===== config.mk =====
export PLATFORM = sky130hd
export DESIGN_NAME = premultiply_alpha_row_extent_core
export DESIGN_NICKNAME = d
export VERILOG_FILES = /design/src/rtl/pare_pkg.sv /design/src/rtl/pare_front.sv /design/src/rtl/pare_queue.sv /design/src/rtl/pare_back.sv /design/src/rtl/premultiply_alpha_row_extent_core.sv
export SDC_FILE = /design/constraint.sdc
export NUM_CORES = 1
export LEC_CHECK = 0
export BUFFER_PORTS_ARGS = -buffer_cell sky130_fd_sc_hd__buf_4
export CAP_MARGIN = 15
export CORE_MARGIN = 4
export CORE_UTILIZATION = 57
export DETAILED_ROUTE_END_ITERATION = 7
export PLACE_DENSITY = 0.74
export SYNTH_ARGS = -nofsm -noshare
export SYNTH_HDL_FRONTEND = slang
export SYNTH_SLANG_ARGS = --single-unit

===== constraint.sdc =====
create_clock -name i_clk -period 8.6 [get_ports i_clk]
set_input_delay 1.72 -clock i_clk [delete_from_list [all_inputs] [get_ports i_clk]]
set_output_delay 1.72 -clock i_clk [all_outputs]
set_load 0.05 [all_outputs]

===== src/rtl/pare_pkg.sv =====
// ----------------------------------------------------------------------------
// pare_pkg
// Shared types and constants for the premultiply / row extent core.
// ----------------------------------------------------------------------------
package pare_pkg;

    // configuration register indexes
    localparam logic CFG_IMAGE_WIDTH  = 1'b0;
    localparam logic CFG_IMAGE_HEIGHT = 1'b1;

    // register and field widths
    localparam int CFG_W   = 13;
    localparam int PIXEL_W = 32;
    localparam int FIRST_W = 13;
    localparam int LAST_W  = 12;

    // configuration reset values
    localparam logic [CFG_W-1:0] WIDTH_RESET  = 13'd256;
    localparam logic [CFG_W-1:0] HEIGHT_RESET = 13'd240;

    // alpha code of an opaque pixel
    localparam logic [7:0] ALPHA_OPAQUE = 8'hFF;

    // queue between front and back
    localparam int QUEUE_DEPTH = 2;
    localparam int QUEUE_AW    = 1;
    localparam int QUEUE_CW    = 2;

    // one classified pixel
    typedef struct packed {
        logic [PIXEL_W-1:0] px;
        logic               nz;
    } t_item;

    // queue status seen by the back end
    typedef struct packed {
        logic  valid;
        t_item item;
    } t_queue_out;

endpackage


===== src/rtl/pare_front.sv =====
// ----------------------------------------------------------------------------
// pare_front
// Accepts pixels, premultiplies the color bytes and flags nonzero results.
// ----------------------------------------------------------------------------
module pare_front
    import pare_pkg::*;
(
    input  logic               i_clk,
    input  logic               i_rst_n,
    input  logic               i_valid,
    output logic               o_stall,
    input  logic [PIXEL_W-1:0] i_pixel_in,
    output logic               o_push,
    input  logic               i_full,
    output t_item              o_item
);

    logic       r_vld;
    logic       n_vld;
    t_item      r_item;
    t_item      n_item;
    logic [7:0] alpha;
    logic [8:0] scale;
    logic [16:0] prod_r;
    logic [16:0] prod_g;
    logic [16:0] prod_b;
    logic [PIXEL_W-1:0] px_mul;
    logic       take;

    // premultiply: byte * (alpha + 1) >> 8
    always_comb begin
        alpha  = i_pixel_in[31:24];
        scale  = {1'b0, alpha} + 9'd1;
        prod_r = 17'(scale) * 17'(i_pixel_in[23:16]);
        prod_g = 17'(scale) * 17'(i_pixel_in[15:8]);
        prod_b = 17'(scale) * 17'(i_pixel_in[7:0]);
        if (alpha == ALPHA_OPAQUE) begin
            px_mul = i_pixel_in;
        end else begin
            px_mul = {alpha, prod_r[15:8], prod_g[15:8], prod_b[15:8]};
        end
    end

    // stage register, drained into the queue
    assign o_push  = r_vld && !i_full;
    assign o_stall = r_vld && i_full;
    assign take    = i_valid && !o_stall;
    assign o_item  = r_item;

    always_comb begin
        n_vld  = r_vld;
        n_item = r_item;
        if (o_push) begin
            n_vld = 1'b0;
        end
        if (take) begin
            n_vld     = 1'b1;
            n_item.px = px_mul;
            n_item.nz = (px_mul != '0);
        end
    end

    always_ff @(posedge i_clk) begin
        if (!i_rst_n) begin
            r_vld <= 1'b0;
        end else begin
            r_vld <= n_vld;
        end
        r_item <= n_item;
    end

endmodule


===== src/rtl/pare_queue.sv =====
// ----------------------------------------------------------------------------
// pare_queue
// Short queue that lets front and back stall independently.
// ----------------------------------------------------------------------------
module pare_queue
    import pare_pkg::*;
(
    input  logic       i_clk,
    input  logic       i_rst_n,
    input  logic       i_push,
    input  t_item      i_item,
    output logic       o_full,
    input  logic       i_pop,
    output t_queue_out o_q
);

    t_item               r_mem [QUEUE_DEPTH];
    logic [QUEUE_AW-1:0] r_wptr;
    logic [QUEUE_AW-1:0] r_rptr;
    logic [QUEUE_CW-1:0] r_count;
    logic [QUEUE_AW-1:0] n_wptr;
    logic [QUEUE_AW-1:0] n_rptr;
    logic [QUEUE_CW-1:0] n_count;

    assign o_full      = (r_count == QUEUE_CW'(QUEUE_DEPTH));
    assign o_q.valid   = (r_count != '0);
    assign o_q.item    = r_mem[r_rptr];

    // pointer and fill update
    always_comb begin
        n_wptr  = r_wptr;
        n_rptr  = r_rptr;
        n_count = r_count;
        if (i_push) begin
            n_wptr = r_wptr + 1'b1;
        end
        if (i_pop) begin
            n_rptr = r_rptr + 1'b1;
        end
        if (i_push && !i_pop) begin
            n_count = r_count + 1'b1;
        end else if (!i_push && i_pop) begin
            n_count = r_count - 1'b1;
        end
    end

    always_ff @(posedge i_clk) begin
        if (!i_rst_n) begin
            r_wptr  <= '0;
            r_rptr  <= '0;
            r_count <= '0;
        end else begin
            r_wptr  <= n_wptr;
            r_rptr  <= n_rptr;
            r_count <= n_count;
        end
    end

    // entry storage
    always_ff @(posedge i_clk) begin
        if (i_push) begin
            r_mem[r_wptr] <= i_item;
        end
    end

    // fill never exceeds depth
    a_fill_bound: assert property (@(posedge i_clk) disable iff (!i_rst_n)
        r_count <= QUEUE_CW'(QUEUE_DEPTH))
        else $error("queue fill above depth");

    // push without pop grows the fill by one
    a_fill_grow: assert property (@(posedge i_clk) disable iff (!i_rst_n)
        (i_push && !i_pop) |=> (r_count == $past(r_count) + 1'b1))
        else $error("queue fill did not grow on push");

    // no pop from an empty queue
    a_pop_empty: assert property (@(posedge i_clk) disable iff (!i_rst_n)
        i_pop |-> (r_count != '0))
        else $error("pop from empty queue");

endmodule


===== src/rtl/pare_back.sv =====
// ----------------------------------------------------------------------------
// pare_back
// Column and row tracking, row extent and the output register.
// ----------------------------------------------------------------------------
module pare_back
    import pare_pkg::*;
#(
    parameter int MAX_WIDTH  = 4096,
    parameter int MAX_HEIGHT = 4096
) (
    input  logic               i_clk,
    input  logic               i_rst_n,
    input  logic               i_cfg_we,
    input  logic               i_cfg_idx,
    input  logic [CFG_W-1:0]   i_cfg_data,
    input  t_queue_out         i_q,
    output logic               o_pop,
    output logic               o_valid,
    input  logic               i_stall,
    output logic [PIXEL_W-1:0] o_pixel_out,
    output logic               o_row_done,
    output logic [FIRST_W-1:0] o_row_first,
    output logic [LAST_W-1:0]  o_row_last,
    output logic               o_frame_done
);

    localparam int CW   = $clog2(MAX_WIDTH);
    localparam int RW   = (MAX_HEIGHT > 1) ? $clog2(MAX_HEIGHT) : 1;
    localparam int CMPW = ((CW > CFG_W) ? CW : CFG_W) + 1;
    localparam int CMPH = ((RW > CFG_W) ? RW : CFG_W) + 1;

    logic [CFG_W-1:0]   r_cfg_width;
    logic [CFG_W-1:0]   r_cfg_height;
    logic [CFG_W-1:0]   eff_w;
    logic [CFG_W-1:0]   eff_h;

    logic [CW-1:0]      r_col;
    logic [RW-1:0]      r_row;
    logic [CW-1:0]      r_first;
    logic [CW-1:0]      r_last;
    logic               r_seen;
    logic [CW-1:0]      n_col;
    logic [RW-1:0]      n_row;
    logic [CW-1:0]      n_first;
    logic [CW-1:0]      n_last;
    logic               n_seen;

    logic               r_ovld;
    logic [PIXEL_W-1:0] r_px;
    logic               r_row_done;
    logic [FIRST_W-1:0] r_row_first;
    logic [LAST_W-1:0]  r_row_last;
    logic               r_frame_done;
    logic               n_ovld;

    logic               last_col;
    logic               last_row;
    logic               seen_upd;
    logic [CW-1:0]      first_upd;
    logic [CW-1:0]      last_upd;

    // configuration registers
    always_ff @(posedge i_clk) begin
        if (!i_rst_n) begin
            r_cfg_width  <= WIDTH_RESET;
            r_cfg_height <= HEIGHT_RESET;
        end else if (i_cfg_we) begin
            case (i_cfg_idx)
                CFG_IMAGE_WIDTH:  r_cfg_width  <= i_cfg_data;
                CFG_IMAGE_HEIGHT: r_cfg_height <= i_cfg_data;
                default: ;
            endcase
        end
    end

    // effective sizes: zero reads as one, saturate at the maximum
    always_comb begin
        if (r_cfg_width == '0) begin
            eff_w = CFG_W'(1);
        end else if (CMPW'(r_cfg_width) > CMPW'(MAX_WIDTH)) begin
            eff_w = CFG_W'(MAX_WIDTH);
        end else begin
            eff_w = r_cfg_width;
        end
        if (r_cfg_height == '0) begin
            eff_h = CFG_W'(1);
        end else if (CMPH'(r_cfg_height) > CMPH'(MAX_HEIGHT)) begin
            eff_h = CFG_W'(MAX_HEIGHT);
        end else begin
            eff_h = r_cfg_height;
        end
    end

    // pop whenever the output register is free or drains this cycle
    assign o_pop = i_q.valid && (!r_ovld || !i_stall);

    // row position and extent of the popped pixel
    always_comb begin
        last_col  = (CMPW'(r_col) + CMPW'(1)) >= CMPW'(eff_w);
        last_row  = (CMPH'(r_row) + CMPH'(1)) >= CMPH'(eff_h);
        seen_upd  = r_seen || i_q.item.nz;
        first_upd = (i_q.item.nz && !r_seen) ? r_col : r_first;
        last_upd  = i_q.item.nz ? r_col : r_last;
    end

    // next state
    always_comb begin
        n_col   = r_col;
        n_row   = r_row;
        n_first = r_first;
        n_last  = r_last;
        n_seen  = r_seen;
        n_ovld  = r_ovld && i_stall;
        if (o_pop) begin
            n_ovld = 1'b1;
            if (last_col) begin
                n_col   = '0;
                n_row   = last_row ? '0 : r_row + 1'b1;
                n_seen  = 1'b0;
                n_first = '0;
                n_last  = '0;
            end else begin
                n_col   = r_col + 1'b1;
                n_seen  = seen_upd;
                n_first = first_upd;
                n_last  = last_upd;
            end
        end
    end

    always_ff @(posedge i_clk) begin
        if (!i_rst_n) begin
            r_col  <= '0;
            r_row  <= '0;
            r_seen <= 1'b0;
            r_ovld <= 1'b0;
        end else begin
            r_col  <= n_col;
            r_row  <= n_row;
            r_seen <= n_seen;
            r_ovld <= n_ovld;
        end
        r_first <= n_first;
        r_last  <= n_last;
    end

    // output register payload
    always_ff @(posedge i_clk) begin
        if (o_pop) begin
            r_px         <= i_q.item.px;
            r_row_done   <= last_col;
            r_frame_done <= last_col && last_row;
            if (last_col) begin
                r_row_first <= seen_upd ? FIRST_W'(first_upd) : FIRST_W'(eff_w);
                r_row_last  <= seen_upd ? LAST_W'(last_upd) : '0;
            end else begin
                r_row_first <= '0;
                r_row_last  <= '0;
            end
        end
    end

    assign o_valid      = r_ovld;
    assign o_pixel_out  = r_px;
    assign o_row_done   = r_row_done;
    assign o_row_first  = r_row_first;
    assign o_row_last   = r_row_last;
    assign o_frame_done = r_frame_done;

    // extent fields are zero away from a row end
    a_extent_zero: assert property (@(posedge i_clk) disable iff (!i_rst_n)
        (r_ovld && !r_row_done) |-> (r_row_first == '0 && r_row_last == '0))
        else $error("extent set on a pixel that is not a row end");

    // frame end only on a row end
    a_frame_row: assert property (@(posedge i_clk) disable iff (!i_rst_n)
        (r_ovld && r_frame_done) |-> r_row_done)
        else $error("frame end without row end");

    // a row end always restarts the column counter
    a_col_wrap: assert property (@(posedge i_clk) disable iff (!i_rst_n)
        (o_pop && last_col) |=> (r_col == '0 && !r_seen))
        else $error("column counter not cleared at row end");

endmodule


===== src/rtl/premultiply_alpha_row_extent_core.sv =====
// ----------------------------------------------------------------------------
// premultiply_alpha_row_extent_core
// ARGB8888 premultiply stream with per-row nonzero extent and frame end flag.
// ----------------------------------------------------------------------------
//  port group   direction  handshake          payload
//  pixel in     in         i_valid / o_stall  i_pixel_in
//  result out   out        o_valid / i_stall  o_pixel_out, o_row_done,
//                                             o_row_first, o_row_last,
//                                             o_frame_done
//  config       in         i_cfg_we           i_cfg_idx, i_cfg_data
//
//  One pixel per cycle sustained while i_stall is low; the path from input
//  transfer to the result showing at the output register runs through the
//  front stage, the queue and the back stage, in that order.
//  Reset is synchronous, active low; it clears counters and queue and loads
//  the default width and height.
//  A stalled output fills the two-entry queue, then the front stage, and only
//  then raises o_stall toward the source.
// ----------------------------------------------------------------------------
module premultiply_alpha_row_extent_core
    import pare_pkg::*;
#(
    parameter int MAX_WIDTH  = 4096,
    parameter int MAX_HEIGHT = 4096
) (
    input  logic               i_clk,
    input  logic               i_rst_n,
    input  logic               i_cfg_we,
    input  logic               i_cfg_idx,
    input  logic [CFG_W-1:0]   i_cfg_data,
    input  logic               i_valid,
    output logic               o_stall,
    input  logic [PIXEL_W-1:0] i_pixel_in,
    output logic               o_valid,
    input  logic               i_stall,
    output logic [PIXEL_W-1:0] o_pixel_out,
    output logic               o_row_done,
    output logic [FIRST_W-1:0] o_row_first,
    output logic [LAST_W-1:0]  o_row_last,
    output logic               o_frame_done
);

    logic       push;
    logic       full;
    logic       pop;
    t_item      front_item;
    t_queue_out q_out;

    // premultiply front end
    pare_front u_front (
        .i_clk      (i_clk),
        .i_rst_n    (i_rst_n),
        .i_valid    (i_valid),
        .o_stall    (o_stall),
        .i_pixel_in (i_pixel_in),
        .o_push     (push),
        .i_full     (full),
        .o_item     (front_item)
    );

    // decoupling queue
    pare_queue u_queue (
        .i_clk   (i_clk),
        .i_rst_n (i_rst_n),
        .i_push  (push),
        .i_item  (front_item),
        .o_full  (full),
        .i_pop   (pop),
        .o_q     (q_out)
    );

    // row tracking back end
    pare_back #(
        .MAX_WIDTH  (MAX_WIDTH),
        .MAX_HEIGHT (MAX_HEIGHT)
    ) u_back (
        .i_clk        (i_clk),
        .i_rst_n      (i_rst_n),
        .i_cfg_we     (i_cfg_we),
        .i_cfg_idx    (i_cfg_idx),
        .i_cfg_data   (i_cfg_data),
        .i_q          (q_out),
        .o_pop        (pop),
        .o_valid      (o_valid),
        .i_stall      (i_stall),
        .o_pixel_out  (o_pixel_out),
        .o_row_done   (o_row_done),
        .o_row_first  (o_row_first),
        .o_row_last   (o_row_last),
        .o_frame_done (o_frame_done)
    );

endmodule


==> results of run 1 <==
logic make-up after synthesis:
group / count (synthesis) / synth area share (%)
AO/OA/AOI/OAI: 171 / 7.125
multiplexers: 55 / 3.585
flip-flops: 240 / 40.14
buffers and inverters: 221 / 5.101
AND/OR/NAND/NOR: 536 / 16.68
XOR/XNOR: 60 / 3.183
adder cells (fa/ha/maj): 247 / 24.18
per-layer routing:
metal	wire, µm	vias to the layer above	part of all wire (%)
met2	17820	332	50
met3	1953	61	5.5
met5	0	-	0
li1	-	5298	-
met4	926	0	2.6
met1	14660	5520	41
where the power goes:
group	internal, µW	switching, µW	total, µW
Combinational	943	1560	2500
Sequential	1690	132	1820
Clock	622	411	1030
worst max-delay path by stage:
stage,start,endpoint,slack [ns],cells after the start
after floorplan,i_pixel_in[24],u_front.o_item[0]$_DFFE_PP_,1.51,23
after global placement,i_pixel_in[24],u_front.o_item[0]$_DFFE_PP_,0.86,22
after detailed placement,i_pixel_in[24],u_front.o_item[0]$_DFFE_PP_,0.62,22
after CTS,i_pixel_in[24],u_front.o_item[0]$_DFFE_PP_,1.08,22
after global routing,i_pixel_in[24],u_front.o_item[0]$_DFFE_PP_,0.73,22
final,i_pixel_in[24],u_front.o_item[0]$_DFFE_PP_,1.06,22
cell usage after synthesis (all sizes together), types with 11 or more instances:
cell	n
edfxtp	182
nand2	175
inv	166
and2	162
ha	127
fa	120
nor2	73
dfxtp	58
o21ai	46
xnor2	44
clkbuf	43
a21oi	38
nor2b	38
mux2	33
a21boi	28
a21o	24
mux2i	22
nand3	19
xor2	16
buf	12
nor3	11
through the flow:
step / power [µW] / cell area [µm²] / hold slack (ns) / std cells / util (%)
CTS: 5390 / 18540 / 0.4485 / 2028 / 64.75
detailed placement: 4348 / 17750 / 0.4310 / 1987 / 62.02
floorplan: 3676 / 16510 / 0.4215 / 1530 / -
finish: 5354 / 18540 / 0.4449 / 2028 / 64.75
global route: 5717 / 18540 / 0.4599 / 2028 / 64.75
global placement: 4278 / 17750 / 0.4246 / 1987 / 62.02
layout by cell type, fill, tap and decap left out, types with 44 or more instances in the layout:
cell	count
sky130_fd_sc_hd__and2_1	162
sky130_fd_sc_hd__buf_4	128
sky130_fd_sc_hd__dfxtp_1	58
sky130_fd_sc_hd__edfxtp_1	182
sky130_fd_sc_hd__fa_1	120
sky130_fd_sc_hd__ha_1	127
sky130_fd_sc_hd__inv_1	165
sky130_fd_sc_hd__nand2_1	174
sky130_fd_sc_hd__nor2_1	72
sky130_fd_sc_hd__o21ai_0	44
sky130_fd_sc_hd__xnor2_1	44
layout make-up:
type                            count  area [µm²]  share of cell area, %
Multi-Input combinational cell   1069        9060                  48.88
Sequential cell                   240        6626                  35.75
Timing Repair Buffer              128       960.9                  5.184
Inverter                          166       624.3                  3.368
Clock buffer                       27       600.6                  3.240
Tap cell                          384       480.5                  2.592
Clock inverter                     14       182.7                 0.9856
state kept, by name, summed over array words and instances (netlist names), named ones only:
register	flops
u_back.o_frame_done	1
u_back.o_pixel_out	32
u_back.o_row_done	1
u_back.o_row_first	13
u_back.o_row_last	12
u_back.o_valid	1
u_back.r_cfg_height	13
u_back.r_cfg_width	13
u_back.r_col	12
u_back.r_first	12
u_back.r_last	12
u_back.r_row	12
u_back.r_seen	1
u_front.o_item	33
u_front.r_vld	1
u_queue.r_count	2
u_queue.r_mem	66
u_queue.r_rptr	1
u_queue.r_wptr	1
worst max-delay path, cell delays in order:
cell and delay (ns):
sky130_fd_sc_hd__buf_4 0.25, sky130_fd_sc_hd__inv_1 0.16, sky130_fd_sc_hd__ha_1 0.78, sky130_fd_sc_hd__nand2_1 0.17, sky130_fd_sc_hd__fa_1 0.52, sky130_fd_sc_hd__fa_1 0.55
sky130_fd_sc_hd__inv_1 0.05, sky130_fd_sc_hd__fa_1 0.53, sky130_fd_sc_hd__inv_1 0.05, sky130_fd_sc_hd__fa_1 0.53, sky130_fd_sc_hd__inv_1 0.04, sky130_fd_sc_hd__ha_1 0.32
sky130_fd_sc_hd__a2111oi_2 0.30, sky130_fd_sc_hd__o31ai_1 0.20, sky130_fd_sc_hd__a41oi_2 0.32, sky130_fd_sc_hd__nor2_1 0.12, sky130_fd_sc_hd__a2111oi_4 0.36, sky130_fd_sc_hd__a21oi_1 0.16
sky130_fd_sc_hd__xnor2_1 0.17, sky130_fd_sc_hd__nand2_1 0.11, sky130_fd_sc_hd__and3_1 0.20, sky130_fd_sc_hd__nand4b_1 0.12
==> impl_metrics.env, run 1 <==
export IMPL_timing_worst_setup_path_type="primary input to register"
export IMPL_crit_fanout=22
export IMPL_worstReg2RegEnd="u_back.r_row[2]$_SDFFE_PN0P_"
export IMPL_grt_util_met3_pct=1.971
export IMPL_hold_path_startpoint="u_front.o_item[9]$_DFFE_PP_"
export IMPL_cts_resized=0
export IMPL_fillCellCount=2256
export IMPL_layout_drive_gt1_share_pct=13.38
export IMPL_finalSetupTns_ns=0
export IMPL_grt_start_max_net_pins=59
export IMPL_hold_violations=0
export IMPL_power_density_cell_area_mw_per_mm2=288.8
export IMPL_initial_core_util_pct=57.67
export IMPL_ys_warnings_count=0
export IMPL_dominantRegCellSynth="sky130_fd_sc_hd__edfxtp_1"
export IMPL_required_ns=8.83
export IMPL_grt_overflow=0
export IMPL_global_routing_s_busiest_layer="met2"
export IMPL_finClkSkew_ns=0.01517
export IMPL_wire_length_of_the_first_global_routing_pass_um=57840
export IMPL_die_y_um=178.2
export IMPL_portBuffers=111
export IMPL_critical_path_arrival_ns=7.77
export IMPL_grt_pass1_vias=11567
export IMPL_cellLeakagePower_uw=0.008035
export IMPL_async_flop_share_pct=0
export IMPL_worstRegToRegCells=14
export IMPL_initial_antenna_violation_count=0
export IMPL_grt_usage_pct=22.60
export IMPL_drt_iter0_drc=585
export IMPL_area_delta_synth_final_pct=12.29
export IMPL_fin_crit_ns=7.536
export IMPL_antenna_diode_count=0
export IMPL_postRouteWirelength_um=35350
export IMPL_hold_end="u_queue.r_mem[1][9]$_DFFE_PP_"
export IMPL_timing_worst_slew_pin_value_ns=1.085
export IMPL_max_cap_violations=0
export IMPL_rr_startpoint="u_back.r_col[0]$_SDFFE_PN0P_"
export IMPL_grt_setup_unrepaired="no"
export IMPL_synth_largest_area_cell="sky130_fd_sc_hd__edfxtp_1"
export IMPL_slew_headroom_pct=27.43
export IMPL_final_net_count=1926
export IMPL_post_drt_via_cell_ratio=5.528
export IMPL_cts_buffers=23
export IMPL_synthesis_area_mm2=0.01651
export IMPL_insertion_delay_of_the_later_clocked_pin_in_the_worst_skew_pair_ns=0.50
export IMPL_worst_hold_path_type="register to register"
export IMPL_final_critical_path_setup_slack_ns=1.064
export IMPL_preCtsSetupSlack_ns=0.6181
export IMPL_fp_row_count=62
export IMPL_clk_transition_reported_paths_ns=0.06
export IMPL_post_cts_setup_buffer_count=0
export IMPL_chipWidth_um=178.2
export IMPL_use_met1_pct=29.31
export IMPL_detailroute_via_count=11211
export IMPL_met2_usage_pct=40.55
export IMPL_finalWeightedCongestion=0.9284
export IMPL_clock_sinks=240
export IMPL_max_vdd_ir_drop_mv=0.1599
export IMPL_clockRootBuffer="sky130_fd_sc_hd__clkbuf_16"
export IMPL_mappedNetlistNets=1828
export IMPL_status="completed"
export IMPL_wire_per_inst_um=17.43
export IMPL_route_detailed_drc=0
export IMPL_final_antenna_net_count=0
export IMPL_depth_of_the_worst_hold_timing_path=0
export IMPL_coreArea_mm2=0.02863
export IMPL_synth_top_area_share_pct=33.11
export IMPL_worst_setup_path_end_kind="register"
export IMPL_timing_final_setup_violations=0
export IMPL_io_pins=112
export IMPL_synthesis_area_per_instance_um2=10.79
export IMPL_h_tree_depth=1
export IMPL_drt_pass1_iterations=5
export IMPL_count_of_distinct_cell_types_in_the_synthesized_netlist=65
export IMPL_post_synth_main_area_contributors="sky130_fd_sc_hd__edfxtp_1, sky130_fd_sc_hd__fa_1, sky130_fd_sc_hd__ha_1"
export IMPL_yosysSeqAreaShare_pct=40.14
export IMPL_dp_hpwl_um=26510
export IMPL_maxSlewViolCount=0
export IMPL_fin_crit_sh_pct=87.63
export IMPL_reg2reg_setup_slack_ns=4.05
export IMPL_cts_hold_fix_buffers=0
export IMPL_die_area_mm2=0.03175
export IMPL_clock_tree_buffer_depth=3
export IMPL_fmax_achieved_mhz=132.7
export IMPL_setup_worst_path_start_class="primary input"
export IMPL_synth_ff_latch_count=240
export IMPL_cts_tree="done"
export IMPL_syn_inst=1530
export IMPL_synth_enable_flop_cells=182
Note: power is estimated with default switching activity, not from simulation.
==> run 2, diff against run 1 <==
- CTS_BUF_LIST: unset -> sky130_fd_sc_hd__clkbuf_8
==> impl_metrics.env, run 2 (same netlist as run 1, synthesis figures left out) <==
export IMPL_worst_setup_path_end_kind="register"
export IMPL_initial_antenna_violation_count=0
export IMPL_clock_tree_buffer_depth=3
export IMPL_cts_tree="done"
export IMPL_area_delta_synth_final_pct=12.29
export IMPL_wire_per_inst_um=17.18
export IMPL_timing_worst_setup_path_type="primary input to register"
export IMPL_layout_cells_most_common="sky130_fd_sc_hd__edfxtp_1"
export IMPL_timing_final_setup_violations=0
export IMPL_clk_transition_reported_paths_ns=0.06
export IMPL_use_met1_pct=29.30
export IMPL_cts_hold_fix_buffers=0
export IMPL_die_area_mm2=0.03175
export IMPL_post_drt_via_cell_ratio=5.456
export IMPL_fin_crit_ns=7.457
export IMPL_detailroute_via_count=11213
export IMPL_drt_pass1_iterations=5
export IMPL_timing_worst_slew_pin_value_ns=1.108
export IMPL_final_design_area_no_fill_mm2=0.01854
export IMPL_cts_buffers=37
export IMPL_portBuffers=111
export IMPL_h_tree_depth=2
export IMPL_finalWeightedCongestion=0.9284
export IMPL_status="completed"
export IMPL_final_antenna_net_count=0
export IMPL_required_ns=8.85
export IMPL_grt_pass1_vias=11631
export IMPL_wire_length_of_the_first_global_routing_pass_um=57980
export IMPL_postRouteWirelength_um=35310
export IMPL_finClkSkew_ns=0.02599
export IMPL_drt_iter0_drc=547
export IMPL_io_pins=112
export IMPL_post_cts_setup_buffer_count=0
export IMPL_fmax_achieved_mhz=134.1
export IMPL_die_y_um=178.2
export IMPL_hold_violations=0
export IMPL_max_cap_violations=0
export IMPL_coreArea_mm2=0.02863
export IMPL_initial_core_util_pct=57.67
export IMPL_insertion_delay_of_the_later_clocked_pin_in_the_worst_skew_pair_ns=0.53
export IMPL_setup_worst_path_start_class="primary input"
export IMPL_layout_common_cells="sky130_fd_sc_hd__edfxtp_1, sky130_fd_sc_hd__inv_1, sky130_fd_sc_hd__nand2_1"
export IMPL_grt_start_max_net_pins=59
export IMPL_clockRootBuffer="sky130_fd_sc_hd__clkbuf_8"
export IMPL_met2_usage_pct=40.28
export IMPL_grt_usage_pct=22.75
export IMPL_largest_reg_flops=66
export IMPL_finalSetupTns_ns=0
export IMPL_power_density_cell_area_mw_per_mm2=286.8
export IMPL_route_detailed_drc=0
export IMPL_antenna_diode_count=0
export IMPL_clock_sinks=240
export IMPL_cellLeakagePower_uw=0.008106
export IMPL_grt_setup_unrepaired="no"
export IMPL_crit_fanout=22
export IMPL_slew_headroom_pct=25.89
export IMPL_global_routing_s_busiest_layer="met2"
export IMPL_dp_hpwl_um=26510
export IMPL_max_vdd_ir_drop_mv=0.1401
export IMPL_grt_overflow=0
export IMPL_fin_crit_sh_pct=86.71
export IMPL_layout_drive_gt1_share_pct=14.36
export IMPL_top_reg_by_flops="u_queue.r_mem"
export IMPL_fp_row_count=62
export IMPL_critical_path_arrival_ns=7.71
export IMPL_fin_worst_hold_slack_ns=0.4398
export IMPL_worst_hold_path_type="register to register"
export IMPL_grt_util_met3_pct=2.692
export IMPL_postPlaceCellArea_mm2=0.01775
export IMPL_final_net_count=1940
export IMPL_cts_resized=0
export IMPL_chipWidth_um=178.2
export IMPL_maxSlewViolCount=0
[run 2: final timing paths]
check                               start                        endpoint  slack [ns]  cells past startpoint
max                        i_pixel_in[24]     u_front.o_item[0]$_DFFE_PP_        1.14                     22
min          u_front.o_item[29]$_DFFE_PP_  u_queue.r_mem[1][29]$_DFFE_PP_        0.44                      0
max reg2reg  u_back.r_col[0]$_SDFFE_PN0P_    u_back.r_row[2]$_SDFFE_PN0P_        4.10                     14
min reg2reg  u_front.o_item[29]$_DFFE_PP_  u_queue.r_mem[1][29]$_DFFE_PP_        0.44                      0
[run 2: area by class of cell]
class	count	area [µm²]
Fill cell	2251	10090
Multi-Input combinational cell	1069	9060
Sequential cell	240	6626
Timing Repair Buffer	128	960.9
Inverter	166	624.3
Clock buffer	37	509.2
Tap cell	384	480.5
Clock inverter	31	275.3
[run 2: where the power goes]
part	total, µW	switching, µW	internal, µW
registers	1820	132	1690
clock network	995	434	561
logic	2500	1560	943
total	5320	2120	3190
[run 2: metrics by stage]
step	instances	setup WS, ns	utilization (%)	power, µW
after floorplan	1530	1.510	-	3676
after global placement	1987	0.8592	62.02	4278
after detailed placement	1987	0.6181	62.02	4348
after CTS	2055	1.184	64.76	5361
after global routing	2055	0.8151	64.76	5693
final	2055	1.143	64.76	5317
[run 2: worst max-delay path, stage by stage]
cell,delay [ns]
sky130_fd_sc_hd__buf_4,0.25
sky130_fd_sc_hd__inv_1,0.16
sky130_fd_sc_hd__ha_1,0.79
sky130_fd_sc_hd__nand2_1,0.17
sky130_fd_sc_hd__fa_1,0.52
sky130_fd_sc_hd__fa_1,0.55
sky130_fd_sc_hd__inv_1,0.05
sky130_fd_sc_hd__fa_1,0.53
sky130_fd_sc_hd__inv_1,0.05
sky130_fd_sc_hd__fa_1,0.53
sky130_fd_sc_hd__inv_1,0.04
sky130_fd_sc_hd__ha_1,0.32
sky130_fd_sc_hd__a2111oi_2,0.30
sky130_fd_sc_hd__o31ai_1,0.20
sky130_fd_sc_hd__a41oi_2,0.33
sky130_fd_sc_hd__nor2_1,0.12
sky130_fd_sc_hd__a2111oi_4,0.36
sky130_fd_sc_hd__a21oi_1,0.14
sky130_fd_sc_hd__xnor2_1,0.15
sky130_fd_sc_hd__nand2_1,0.10
sky130_fd_sc_hd__and3_1,0.20
sky130_fd_sc_hd__nand4b_1,0.12
[run 2: routing by layer]
metal | vias up | routed length (µm)
met5 | - | 0
met4 | 0 | 979
met3 | 69 | 1792
met2 | 293 | 17680
met1 | 5521 | 14860
li1 | 5330 | -
==> run 3, diff against run 2 <==
- CORE_ASPECT_RATIO: unset -> 0.8
==> impl_metrics.env, run 3 (same netlist as run 1, synthesis figures left out) <==
export IMPL_setup_worst_path_start_class="primary input"
export IMPL_final_net_count=1945
export IMPL_postPlaceCellArea_mm2=0.01777
export IMPL_final_critical_path_setup_slack_ns=1.385
export IMPL_grt_start_max_net_pins=64
export IMPL_die_area_mm2=0.03176
export IMPL_required_ns=8.87
export IMPL_netSwitchingPower_uw=2158
export IMPL_chipWidth_um=198.3
export IMPL_timing_worst_slew_pin_value_ns=1.011
export IMPL_initial_core_util_pct=58.08
export IMPL_grt_usage_pct=23.18
export IMPL_reg2reg_setup_slack_ns=4.13
export IMPL_drt_iter0_drc=794
export IMPL_clockRootBuffer="sky130_fd_sc_hd__clkbuf_8"
export IMPL_crit_fanout=21
export IMPL_cp_num_cells=21
export IMPL_grt_overflow=0
export IMPL_netSwitchingFraction_pct=41.17
export IMPL_worst_hold_path_type="register to register"
export IMPL_critical_path_arrival_ns=7.49
export IMPL_crit_end="u_front.o_item[0]$_DFFE_PP_"
export IMPL_worstRegToRegCells=14
export IMPL_worst_setup_path_startpoint="i_pixel_in[24]"
export IMPL_power_share_sequential_pct=34.7
export IMPL_timing_worst_setup_path_type="primary input to register"
export IMPL_hold_violations=0
export IMPL_post_drt_via_cell_ratio=5.514
export IMPL_cts_tree="done"
export IMPL_cts_resized=0
export IMPL_die_y_um=160.2
export IMPL_fp_row_count=55
export IMPL_slew_headroom_pct=32.47
export IMPL_hold_path_startpoint="u_front.o_item[29]$_DFFE_PP_"
export IMPL_clock_sinks=240
export IMPL_cts_hold_fix_buffers=0
export IMPL_worst_setup_path_end_kind="register"
export IMPL_power_share_combinational_pct=48.1
export IMPL_dp_hpwl_um=26200
export IMPL_initial_antenna_violation_count=0
export IMPL_area_delta_synth_final_pct=11.89
export IMPL_worst_path_buf_inv=5
export IMPL_largest_reg_flops=66
export IMPL_finClkSkew_ns=0.01610
export IMPL_drt_pass1_iterations=5
export IMPL_cell_with_the_biggest_individual_delay_on_the_critical_path="sky130_fd_sc_hd__ha_1"
export IMPL_timing_final_setup_violations=0
export IMPL_finalSetupTns_ns=0
export IMPL_grt_setup_unrepaired="no"
export IMPL_max_vdd_ir_drop_mv=0.1869
export IMPL_wire_length_of_the_first_global_routing_pass_um=59930
export IMPL_detailroute_via_count=11277
export IMPL_route_detailed_drc=0
export IMPL_clock_tree_buffer_depth=3
export IMPL_layout_drive_gt1_share_pct=14.21
export IMPL_internal_power_uw=3085
export IMPL_grt_pass1_vias=11773
export IMPL_final_antenna_net_count=0
export IMPL_path_cells="buf_4, inv_1, ha_1, nand2_1, fa_1, fa_1, inv_1, fa_1, inv_1, fa_1, inv_1, ha_1, a2111oi_2, o31ai_1, a41oi_2, nor2_1, a2111oi_4, xor2_1, o21ai_0, nor2_1, nand4b_1"
export IMPL_coreArea_mm2=0.02842
export IMPL_finalWeightedCongestion=0.8664
export IMPL_h_tree_depth=2
export IMPL_cellLeakagePower_uw=0.008090
export IMPL_insertion_delay_of_the_later_clocked_pin_in_the_worst_skew_pair_ns=0.53
export IMPL_fin_crit_sh_pct=83.89
export IMPL_antenna_diode_count=0
export IMPL_status="completed"
export IMPL_wire_per_inst_um=17.58
export IMPL_preCtsSetupSlack_ns=0.8483
export IMPL_final_design_area_no_fill_mm2=0.01847
export IMPL_io_pins=112
export IMPL_cts_buffers=37
export IMPL_fmax_achieved_mhz=138.6
export IMPL_max_cap_violations=0
export IMPL_top_reg_by_flops="u_queue.r_mem"
export IMPL_maxSlewViolCount=0
export IMPL_critPathMaxStageDelay_ns=0.62
export IMPL_postRouteWirelength_um=35950
export IMPL_portBuffers=111
export IMPL_power_density_cell_area_mw_per_mm2=283.9
export IMPL_clk_transition_reported_paths_ns=0.07
export IMPL_layout_common_cells="sky130_fd_sc_hd__edfxtp_1, sky130_fd_sc_hd__inv_1, sky130_fd_sc_hd__nand2_1"
export IMPL_worstReg2RegEnd="u_back.r_row[2]$_SDFFE_PN0P_"
export IMPL_layout_cells_most_common="sky130_fd_sc_hd__edfxtp_1"
export IMPL_post_cts_setup_buffer_count=0
export IMPL_clk_pwr_share_pct=17.2
export IMPL_rr_startpoint="u_back.r_col[0]$_SDFFE_PN0P_"
export IMPL_fin_crit_ns=7.215
export IMPL_crit_family="adder cells"
[run 3: layer usage]
layer,global-route usage (%),part of all wire (%)
met5,0,0
met1,31.49,43
met3,3.417,5.5
met2,40.01,50
met4,4.662,1.6
[run 3: final cells by class]
| type | count | area, µm² |
|---|---|---|
| sequential | 240 | 6626 |
| clock inverter | 25 | 118.9 |
| clock buffer | 42 | 578.1 |
| tap | 370 | 462.9 |
| fill | 2250 | 9952 |
| multi-input combinational | 1069 | 9060 |
| timing repair buffer | 133 | 998.5 |
| inverter | 166 | 624.3 |
[run 3: through the flow]
step / power [µW] / util [%] / std cells / hold slack (ns)
floorplan: 3676 / - / 1530 / 0.4215
global placement: 4287 / 62.53 / 1978 / 0.4226
detailed placement: 4352 / 62.53 / 1978 / 0.4314
CTS: 5283 / 64.98 / 2045 / 0.4432
global route: 5595 / 64.98 / 2045 / 0.4578
finish: 5243 / 64.98 / 2045 / 0.4508
[run 3: how the worst min path moves through the flow]
stage | slack, ns | depth (start not counted) | to
after floorplan | 0.42 | 0 | u_queue.r_mem[0][0]$_DFFE_PP_
final | 0.45 | 0 | u_queue.r_mem[1][29]$_DFFE_PP_
after detailed placement | 0.43 | 0 | u_queue.r_mem[1][15]$_DFFE_PP_
after CTS | 0.44 | 0 | u_queue.r_mem[1][23]$_DFFE_PP_
after global placement | 0.42 | 0 | u_queue.r_mem[0][23]$_DFFE_PP_
after global routing | 0.46 | 0 | u_queue.r_mem[0][31]$_DFFE_PP_
[run 3: worst reg2reg max path, delay by kind of cell (launching register included)]
family	cells	cell delay [ns]
XOR/XNOR	1	0.11
adder cells (fa/ha/maj)	2	0.59
AND/OR/NAND/NOR	7	2.02
AO/OA/AOI/OAI	4	1.20
flip-flops	1	0.48
[run 3: power groups by stage]
stage | registers, µW | logic [µW] | clock network (µW)
after CTS | 1820 | 2540 | 926
after floorplan | 2220 | 1460 | 0
after detailed placement | 1840 | 2510 | 0
final | 1820 | 2520 | 901
after global routing | 1850 | 2770 | 975
after global placement | 1830 | 2450 | 0
